==> src/chopper_pi_current_sim_step_assert.svh <==
// Assertion macros used by the chopper step controller.
`ifndef CHOPPER_PI_CURRENT_SIM_STEP_ASSERT_SVH
`define CHOPPER_PI_CURRENT_SIM_STEP_ASSERT_SVH

// Same-cycle implication, sampled on clk, off while arst_n is low.
`define CHPI_ASSERT_IMP(lbl, ante, cons) \
	lbl: assert property (@(posedge clk) disable iff (!arst_n) (ante) |-> (cons)) \
		else $error("chpi assertion failed");

// Next-cycle implication, sampled on clk, off while arst_n is low.
`define CHPI_ASSERT_NXT(lbl, ante, cons) \
	lbl: assert property (@(posedge clk) disable iff (!arst_n) (ante) |=> (cons)) \
		else $error("chpi assertion failed");

`endif

==> src/chpi_pkg.sv <==
// Package: types, constants and microprogram of the chopper step block.
`default_nettype none

package chpi_pkg;

	localparam int WORD_BITS_DEF = 48;
	localparam int FRAC_BITS_DEF = 32;

	// multiplier: 64-bit magnitudes split into two 32-bit digits
	localparam int MUL_BITS = 64;
	localparam int DIG_BITS = 32;
	localparam int ACC_BITS = 2 * MUL_BITS;
	localparam int MUL_PP = (MUL_BITS / DIG_BITS) * (MUL_BITS / DIG_BITS);
	localparam int MCNT_BITS = $clog2(MUL_PP + 1);

	localparam int CFG_IDX_BITS = 4;
	localparam int RF_DEPTH = 16;
	localparam int RF_ADDR_BITS = $clog2(RF_DEPTH);
	localparam int PROG_LEN = 57;
	localparam int PC_BITS = $clog2(PROG_LEN);

	localparam logic [63:0] CFG_RST_SUPPLY = 64'd3435973837;
	localparam logic [63:0] CFG_RST_KP = 64'd429496729600;
	localparam logic [63:0] CFG_RST_KI = 64'd42950;
	localparam logic [63:0] CFG_RST_RFIL = 64'd429496730;
	localparam logic [63:0] CFG_RST_LFIL = 64'd429496730;
	localparam logic [63:0] CFG_RST_CAP = 64'd78090315;
	localparam logic [63:0] CFG_RST_RLOAD = 64'd3006477107;
	localparam logic [63:0] CFG_RST_LLOAD = 64'd1979248;

	typedef enum logic [CFG_IDX_BITS-1:0] {
		CFG_SUPPLY = 4'd0,
		CFG_KP = 4'd1,
		CFG_KI = 4'd2,
		CFG_RFIL = 4'd3,
		CFG_LFIL = 4'd4,
		CFG_CAP = 4'd5,
		CFG_RLOAD = 4'd6,
		CFG_LLOAD = 4'd7
	} cfg_idx_t;

	// operand / destination codes: MSB clear selects a scratch register
	typedef enum logic [4:0] {
		R_D0, R_D1, R_D2, R_D3,
		R_P0, R_P1, R_P2, R_P3,
		R_X0, R_X1, R_X2, R_X3,
		R_E, R_T, R_G, R_GU,
		S_Y0, S_Y1, S_Y2, S_Y3,
		S_UZ, S_KP, S_KI, S_RF, S_LF, S_CS, S_RT, S_LL,
		S_SP, S_EMF, S_W4, S_W6
	} opnd_t;

	typedef enum logic [2:0] {
		OP_ADD,
		OP_SUB,
		OP_MUL,
		OP_CLAMP_SYM,
		OP_CLAMP_UNIT,
		OP_OUT
	} op_t;

	typedef struct packed {
		op_t op;
		opnd_t dst;
		opnd_t a;
		opnd_t b;
	} instr_t;

	typedef struct packed {
		instr_t instr;
		logic load_in;
		logic rd_en;
		logic alu_wr;
		logic mul_start;
		logic mul_pp;
		logic [1:0] mul_idx;
		logic mul_acc;
		logic mul_wr;
		logic out_load;
	} cmd_t;

	typedef struct packed {
		logic out_free;
	} stat_t;

	typedef enum logic [2:0] {
		ST_IDLE,
		ST_FETCH,
		ST_EXEC,
		ST_MUL,
		ST_MWB
	} ctl_state_t;

	function automatic instr_t mk(input op_t op, input opnd_t d, input opnd_t a,
			input opnd_t b);
		instr_t i;
		i.op = op;
		i.dst = d;
		i.a = a;
		i.b = b;
		return i;
	endfunction

	// Microprogram: derivative pass at y, Euler predictor, pass at x,
	// 0.4/0.6 weighted update, result capture.
	function automatic instr_t prog_rom(input logic [PC_BITS-1:0] pc);
		instr_t i;
		unique case (pc)
			// pass at present state
			6'd0: i = mk(OP_SUB, R_E, S_SP, S_Y2);
			6'd1: i = mk(OP_CLAMP_SYM, S_Y3, S_Y3, S_Y3);
			6'd2: i = mk(OP_MUL, R_D3, S_KI, R_E);
			6'd3: i = mk(OP_MUL, R_T, S_KP, R_E);
			6'd4: i = mk(OP_ADD, R_T, R_T, S_Y3);
			6'd5: i = mk(OP_CLAMP_UNIT, R_G, R_T, R_T);
			6'd6: i = mk(OP_MUL, R_GU, R_G, S_Y1);
			6'd7: i = mk(OP_MUL, R_T, S_RF, S_Y0);
			6'd8: i = mk(OP_SUB, R_T, S_UZ, R_T);
			6'd9: i = mk(OP_SUB, R_T, R_T, S_Y1);
			6'd10: i = mk(OP_MUL, R_D0, S_LF, R_T);
			6'd11: i = mk(OP_MUL, R_T, R_G, S_Y2);
			6'd12: i = mk(OP_SUB, R_T, S_Y0, R_T);
			6'd13: i = mk(OP_MUL, R_D1, S_CS, R_T);
			6'd14: i = mk(OP_MUL, R_T, S_RT, S_Y2);
			6'd15: i = mk(OP_SUB, R_T, R_GU, R_T);
			6'd16: i = mk(OP_SUB, R_T, R_T, S_EMF);
			6'd17: i = mk(OP_MUL, R_D2, S_LL, R_T);
			// predictor
			6'd18: i = mk(OP_ADD, R_X0, S_Y0, R_D0);
			6'd19: i = mk(OP_ADD, R_X1, S_Y1, R_D1);
			6'd20: i = mk(OP_ADD, R_X2, S_Y2, R_D2);
			6'd21: i = mk(OP_ADD, R_X3, S_Y3, R_D3);
			// pass at predictor
			6'd22: i = mk(OP_SUB, R_E, S_SP, R_X2);
			6'd23: i = mk(OP_CLAMP_SYM, R_X3, R_X3, R_X3);
			6'd24: i = mk(OP_MUL, R_P3, S_KI, R_E);
			6'd25: i = mk(OP_MUL, R_T, S_KP, R_E);
			6'd26: i = mk(OP_ADD, R_T, R_T, R_X3);
			6'd27: i = mk(OP_CLAMP_UNIT, R_G, R_T, R_T);
			6'd28: i = mk(OP_MUL, R_GU, R_G, R_X1);
			6'd29: i = mk(OP_MUL, R_T, S_RF, R_X0);
			6'd30: i = mk(OP_SUB, R_T, S_UZ, R_T);
			6'd31: i = mk(OP_SUB, R_T, R_T, R_X1);
			6'd32: i = mk(OP_MUL, R_P0, S_LF, R_T);
			6'd33: i = mk(OP_MUL, R_T, R_G, R_X2);
			6'd34: i = mk(OP_SUB, R_T, R_X0, R_T);
			6'd35: i = mk(OP_MUL, R_P1, S_CS, R_T);
			6'd36: i = mk(OP_MUL, R_T, S_RT, R_X2);
			6'd37: i = mk(OP_SUB, R_T, R_GU, R_T);
			6'd38: i = mk(OP_SUB, R_T, R_T, S_EMF);
			6'd39: i = mk(OP_MUL, R_P2, S_LL, R_T);
			// weighted update
			6'd40: i = mk(OP_MUL, R_T, S_W4, R_D0);
			6'd41: i = mk(OP_MUL, R_E, S_W6, R_P0);
			6'd42: i = mk(OP_ADD, R_T, R_T, R_E);
			6'd43: i = mk(OP_ADD, S_Y0, S_Y0, R_T);
			6'd44: i = mk(OP_MUL, R_T, S_W4, R_D1);
			6'd45: i = mk(OP_MUL, R_E, S_W6, R_P1);
			6'd46: i = mk(OP_ADD, R_T, R_T, R_E);
			6'd47: i = mk(OP_ADD, S_Y1, S_Y1, R_T);
			6'd48: i = mk(OP_MUL, R_T, S_W4, R_D2);
			6'd49: i = mk(OP_MUL, R_E, S_W6, R_P2);
			6'd50: i = mk(OP_ADD, R_T, R_T, R_E);
			6'd51: i = mk(OP_ADD, S_Y2, S_Y2, R_T);
			6'd52: i = mk(OP_MUL, R_T, S_W4, R_D3);
			6'd53: i = mk(OP_MUL, R_E, S_W6, R_P3);
			6'd54: i = mk(OP_ADD, R_T, R_T, R_E);
			6'd55: i = mk(OP_ADD, S_Y3, S_Y3, R_T);
			default: i = mk(OP_OUT, R_G, R_G, R_GU);
		endcase
		return i;
	endfunction

endpackage

`default_nettype wire

==> src/chpi_ctrl.sv <==
// Controller: microprogram sequencer driving the datapath.
`default_nettype none
`include "chopper_pi_current_sim_step_assert.svh"

module chpi_ctrl import chpi_pkg::*; (
	input logic clk,
	input logic arst_n,
	input logic in_valid,
	output logic in_ready,
	output cmd_t cmd,
	input stat_t stat
);

	ctl_state_t state_q, state_d;
	logic [PC_BITS-1:0] pc_q, pc_d;
	logic [MCNT_BITS-1:0] cnt_q, cnt_d;
	instr_t instr;

	assign instr = prog_rom(pc_q);

	always_ff @(posedge clk or negedge arst_n) begin
		if (!arst_n) begin
			state_q <= ST_IDLE;
			pc_q <= '0;
			cnt_q <= '0;
		end else begin
			state_q <= state_d;
			pc_q <= pc_d;
			cnt_q <= cnt_d;
		end
	end

	always_comb begin
		state_d = state_q;
		pc_d = pc_q;
		cnt_d = cnt_q;
		in_ready = 1'b0;
		cmd = '0;
		cmd.instr = instr;
		unique case (state_q)
			ST_IDLE: begin
				in_ready = 1'b1;
				if (in_valid) begin
					cmd.load_in = 1'b1;
					pc_d = '0;
					state_d = ST_FETCH;
				end
			end
			ST_FETCH: begin
				cmd.rd_en = 1'b1;
				state_d = ST_EXEC;
			end
			ST_EXEC: begin
				unique case (instr.op)
					OP_MUL: begin
						cmd.mul_start = 1'b1;
						cnt_d = '0;
						state_d = ST_MUL;
					end
					OP_OUT: begin
						// hold here until the result register frees up
						if (stat.out_free) begin
							cmd.out_load = 1'b1;
							pc_d = '0;
							state_d = ST_IDLE;
						end
					end
					default: begin
						cmd.alu_wr = 1'b1;
						pc_d = pc_q + 1'b1;
						state_d = ST_FETCH;
					end
				endcase
			end
			ST_MUL: begin
				cmd.mul_pp = (cnt_q < MCNT_BITS'(MUL_PP));
				cmd.mul_idx = cnt_q[1:0];
				cmd.mul_acc = (cnt_q != '0);
				cnt_d = cnt_q + 1'b1;
				if (cnt_q == MCNT_BITS'(MUL_PP)) begin
					state_d = ST_MWB;
				end
			end
			ST_MWB: begin
				cmd.mul_wr = 1'b1;
				pc_d = pc_q + 1'b1;
				state_d = ST_FETCH;
			end
			default: state_d = ST_IDLE;
		endcase
	end

	`CHPI_ASSERT_NXT(a_accept_starts, state_q == ST_IDLE && in_valid, state_q == ST_FETCH && pc_q == '0)
	`CHPI_ASSERT_IMP(a_mwb_after_drain, state_q == ST_MWB, $past(state_q) == ST_MUL && $past(cnt_q) == MCNT_BITS'(MUL_PP))
	`CHPI_ASSERT_IMP(a_pc_in_program, 1'b1, pc_q < PC_BITS'(PROG_LEN))

endmodule

`default_nettype wire

==> config.mk <==
export PLATFORM = sky130hd
export DESIGN_NAME = chpi_ctrl
export DESIGN_NICKNAME = d
export VERILOG_FILES = /design/src/chpi_pkg.sv /design/src/chpi_ctrl.sv
export VERILOG_INCLUDE_DIRS = /design/src /design/src/src
export SDC_FILE = /design/constraint.sdc
export NUM_CORES = 1
export LEC_CHECK = 0
export BUFFER_PORTS_ARGS = -buffer_cell sky130_fd_sc_hd__buf_2
export CORE_ASPECT_RATIO = 1.75
export CORE_MARGIN = 2
export CORE_UTILIZATION = 50
export DETAILED_ROUTE_END_ITERATION = 16
export HOLD_SLACK_MARGIN = 0.02
export PLACE_DENSITY = 0.77
export SLEW_MARGIN = 25
export SYNTH_ARGS = -nofsm -noshare
export SYNTH_HDL_FRONTEND = slang
export SYNTH_SLANG_ARGS = --single-unit
==> constraint.sdc <==
create_clock -name clk -period 3.42 [get_ports clk]
set_input_delay 0.684 -clock clk [delete_from_list [all_inputs] [get_ports clk]]
set_output_delay 0.684 -clock clk [all_outputs]
set_load 0.02 [all_outputs]
; ---- Word-level counts from Yosys, hierarchy flattened
; Memory sizes are Yosys's and may differ from the RTL's.
; Index checks and enable logic that the tools add are counted.
[classes]
add_sub_neg = 2
n_lt_le_gt_ge = 1
n_eq_ne = 12
n_mux = 23
reduce_logical = 8
[op_table]
columns = operator, n
row1 = case mux 6 bit (3 select lines), 1
row2 = case mux 3 bit (5 select lines), 1
row3 = 2-to-1 mux 3 bit, 4
row4 = 2-to-1 mux 6 bit, 2
row5 = case mux 3 bit (2 select lines), 2
row6 = case mux 6 bit (2 select lines), 1
row7 = 2-to-1 mux 1 bit, 10
row8 = equality test 3 x 2 -> 1 bit (second input constant), 3
row9 = equality test 3 bit (second input constant), 3
row10 = adder 6 x 1 -> 6 bit (second input constant), 1
row11 = != test 2 bit (second input constant), 3
row12 = nonzero test 3 bit, 2
row13 = 2-to-1 mux 4 bit, 1
row14 = AND reduction 4 bit, 1
row15 = adder 3 x 1 -> 3 bit (second input constant), 1
row16 = equality test 3 x 1 -> 1 bit (second input constant), 1
row17 = zero test 3 bit, 1
row18 = less-than comparator 3 bit (second input constant), 1
row19 = != test 3 bit (second input constant), 1
row20 = AND reduction 3 bit, 1
row21 = 2-to-1 mux 2 bit, 1
row22 = != test 2 x 1 -> 1 bit (second input constant), 1
row23 = AND reduction 2 bit, 1
row24 = nonzero test 2 bit, 1
row25 = OR reduction 2 bit, 1
[word_totals]
register_bits = 12
rom_bits = 1152
in_bits = 4
out_inout_bits = 29
elab_cells = 50
n_memories = 1
[memory_table]
columns = memory, words, word_bits, read_ports, rd_clocked_by_memory_dff, write_ports, line_no
row1 = (no name shown), 64, 18, 1, 0, 0, chpi_pkg.sv:108  ; unique case (pc)

; ---- Longest topological paths before layout
; An unclocked memory read counts as a cell.
[depth]
word_depth = 5
mapped_depth = 11
ltp_nobuf = 9

; ---- Least setup slack after synthesis
; OpenSTA, ideal clock, no wires.
[synth_path]
kind = reg2out
start = register pc_q[0]
end = output port cmd[6] in the netlist's numbering
arrival_ns = 2.947
slack_ns = -0.211
path_stages_with_launch = 11
path_cell_list = dfrtp_1 -> clkbuf_1 -> inv_1 -> ha_1 -> buf_2 -> mux2_2 -> a311oi_1 -> o311a_1 -> inv_1 -> or4_1 -> inv_1
[synth_rtl]
columns = element, line_no
row1 = from (decl), chpi_ctrl.sv:15  ; logic [PC_BITS-1:0] pc_q, pc_d;
row2 = from (signal assigned), chpi_ctrl.sv:28  ; pc_q <= pc_d;
row3 = to (decl), chpi_ctrl.sv:10  ; output cmd_t cmd,

==> key figures <==
Floorplanning
  – Die W: 52.6 µm
  – Rows: 30
  – Io pins: 33
  – Core area: 3900 µm²
  – Die Ht: 89.0 µm
  – Initial Util: 52.9%
  – Die Area: 4680 µm²

Setup path
  – Reg2Reg Depth: 11
  – CP endpoint kind: output pin
  – Critical Path Start Type: register
  – Arr. time, crit path: 2630 ps
  – CP required: 2740 ps
  – Flop-to-flop setup slack: 500 ps
  – Origin of the critical flop-to-flop path: pc_q[1]
  – Crit path kind: reg -> out
  – Max FO, Critical Path: 5
  – Worst r2r dst: pc_q[5]

Route
  – Routed Antenna Nets: 0
  – Routed WL: 6830 µm
  – DRT Pass-1 Iters: 5
  – Via density: 6.37
  – First DRT Iteration DRCs: 106
  – DR WL/cell: 17.8 µm
  – Vias: 2439
  – DRC violation count after routing: 0

Timing
  – Slew headroom: 53.2%
  – Slew Viols, Final: 0
  – Fin Hold WS: 316 ps
  – Final worst slack: 111 ps
  – RSZ-0062 raised after global routing: no
  – Min cycle time layout: 3310 ps
  – Worst-Margin Slew: 695 ps
  – Hold Vio Cnt, Final: 0
  – # setup viols final: 0
  – Final Cycle Share: 96.8%
  – Fmax: 302 MHz
  – Setup Skew: 3.15 ps

GRT
  – Largest net degree at the start of global routing: 37
  – Grt ovf: 0
  – Total track usage: 30.3%
  – First-pass GRT wire length: 10700 µm
  – Initial antenna violation count: 0
  – Vias in the first global route: 2302

CTS
  – H-tree level count: 1
  – Clk buf depth: 2
  – TritonCTS clock tree: done
  – Root Driver: clkbuf_8
  – Clock transition at path regs: 60 ps
  – TritonCTS buffer count: 3
  – Hold Buf Count CTS: 0
  – Later-pin clock latency in the skew report: 240 ps
  – CTS Sinks: 12

Final layout
  – Layout cells sized above 1: 20.9%
  – ANT cells: 0
  – P&R area growth vs syn: 16.4%
  – Nets@finish: 356

Synthesis
  – Post-synthesis cell type count: 58
  – Post-synth EDFFs: 0
  – Cell area after synthesis: 2060 µm²
  – Synthesized instance count: 304
  – Area share of the leading cell type in the synthesized netlist: 14.6%
  – YS warnings: 0
  – Post-synth ARST share: 100%
  – Syn avg cell area: 6.79 µm²
  – Yosys top cell by area: dfrtp_1
  – Sequential-to-total area share from yosys stat: 14.6%
  – Synth area leaders: dfrtp_1 15%, ha_1 9.7%, o21ai_0 9.2%, nand2_1 6.2%, nor2_1 5.8%
  – Seq cells post-synth: 12
  – Synth top cells by count: 38 x o21ai_0, 34 x nand2_1, 32 x nor2_1
  – Post-synth top flop: dfrtp_1
  – Net count after synthesis: 324
  – Cell with the most instances after synthesis: o21ai_0

Pwr
  – Pwr Density: 691 nW/µm²
  – IR drop worst, VDD: 0.000563 V
  – Leakage Power: 1.08 nW
  – Design Power: 1.66 mW

Outcome
  – Status: complete, no violations

Min path
  – Hold WC Path Type: in -> async

Placed design
  – Gpl congestion: 0.995
  – Pre-CTS setup slack: 227 ps
  – HPWL Detailed: 5110 µm
  – # port buffers: 32

Run
  – MaxCap Viol Count: 0
## metrics by stage
stage                     instances  setup TNS (ps)  utilization (%)  area (µm²)
after floorplan                 304           -11.0                -        2070
after global placement          375               0             58.9        2300
after detailed placement        375               0             58.9        2300
after CTS                       379               0             60.4        2360
after global routing            383               0             61.5        2400
final                           383               0             61.5        2400
## area by class of cell
type,count,area (µm²)
multi-input cells,247,1590
fillers,389,1500
repair buffers,53,320
flip-flops and latches,12,302
inverters,19,71.3
well taps,48,60.1
clock buffers,4,55.1
## per-layer routing
metal | wire [µm] | share of wire, % | global-route usage (%) | vias up
met5 | 0 | 0 | 0 | -
met4 | 285 | 4.2 | 14.9 | 0
met3 | 335 | 4.9 | 2.01 | 26
met2 | 3780 | 55 | 59.5 | 107
met1 | 2430 | 36 | 30.6 | 1138
li1 | - | - | - | 1168
## cells by family (layout without fill, tap and decap cells)
family | Yosys count | count (layout) | share of synthesized area [%]
flops | 12 | 12 | 14.6
buf+inv | 45 | 76 | 9.03
fa+ha+maj | 16 | 16 | 9.70
compound gates | 110 | 110 | 36.0
simple gates | 109 | 109 | 24.8
mux | 11 | 11 | 5.46
xor+xnor | 1 | 1 | 0.425
## worst max path at each step
stage / cells past startpoint / slack (ps) / endpoint / start
6_report: 9 / 110 / cmd[6] / pc_q[1]
5_1_grt: 10 / 4 / cmd[6] / pc_q[1]
4_1_cts: 9 / 10 / cmd[6] / pc_q[1]
3_5_place_dp: 9 / 230 / cmd[6] / pc_q[1]
3_3_place_gp: 9 / 280 / cmd[6] / pc_q[1]
2_1_floorplan: 9 / -8 / cmd[0] / pc_q[2]
## power breakdown
| group | switching [mW] | total (mW) | leakage, nW | internal (mW) |
|---|---|---|---|---|
| clock | 0.0539 | 0.156 | 0.0288 | 0.102 |
| sequential | 0.0646 | 0.248 | 0.157 | 0.183 |
| combinational | 0.781 | 1.26 | 0.893 | 0.474 |
| total | 0.900 | 1.66 | 1.08 | 0.759 |
## critical path: stages (launching register included)
cell      delay [ps]
dfrtp_2          440
inv_1             80
ha_1             230
mux2_2           290
a311oi_2         260
o311a_1          250
inv_1             90
or4_4            530
inv_2             80
buf_4            130
## sequential cells by signal, summed over array words and instances, names as in the netlist
signal	flops
state_q	3
pc_q	6
cnt_q	3
## layout by cell type, fill, tap and decap left out, drive strengths merged, types with 2 or more instances in the layout
master and count:
a211oi 6, a21oi 18, a221oi 2, a311oi 3
a31oi 4, and2 5, buf 53, clkbuf 4
dfrtp 12, ha 16, inv 18, mux2 2
mux2i 9, nand2 35, nand2b 5, nand3 11
nand3b 2, nor2 32, nor3 6, nor3b 2
o211ai 8, o21a 4, o21ai 38, o221ai 3
o22ai 7, o2bb2ai 3, or3 2
## what timing repair did
action                     4_1_cts  5_1_grt
setup buffers                    0        4
cloned                           0        0
setup endpoints to repair        1        1
pin swaps                        0        2
gates resized for setup          1        3
(Power assumes the default switching activity.)
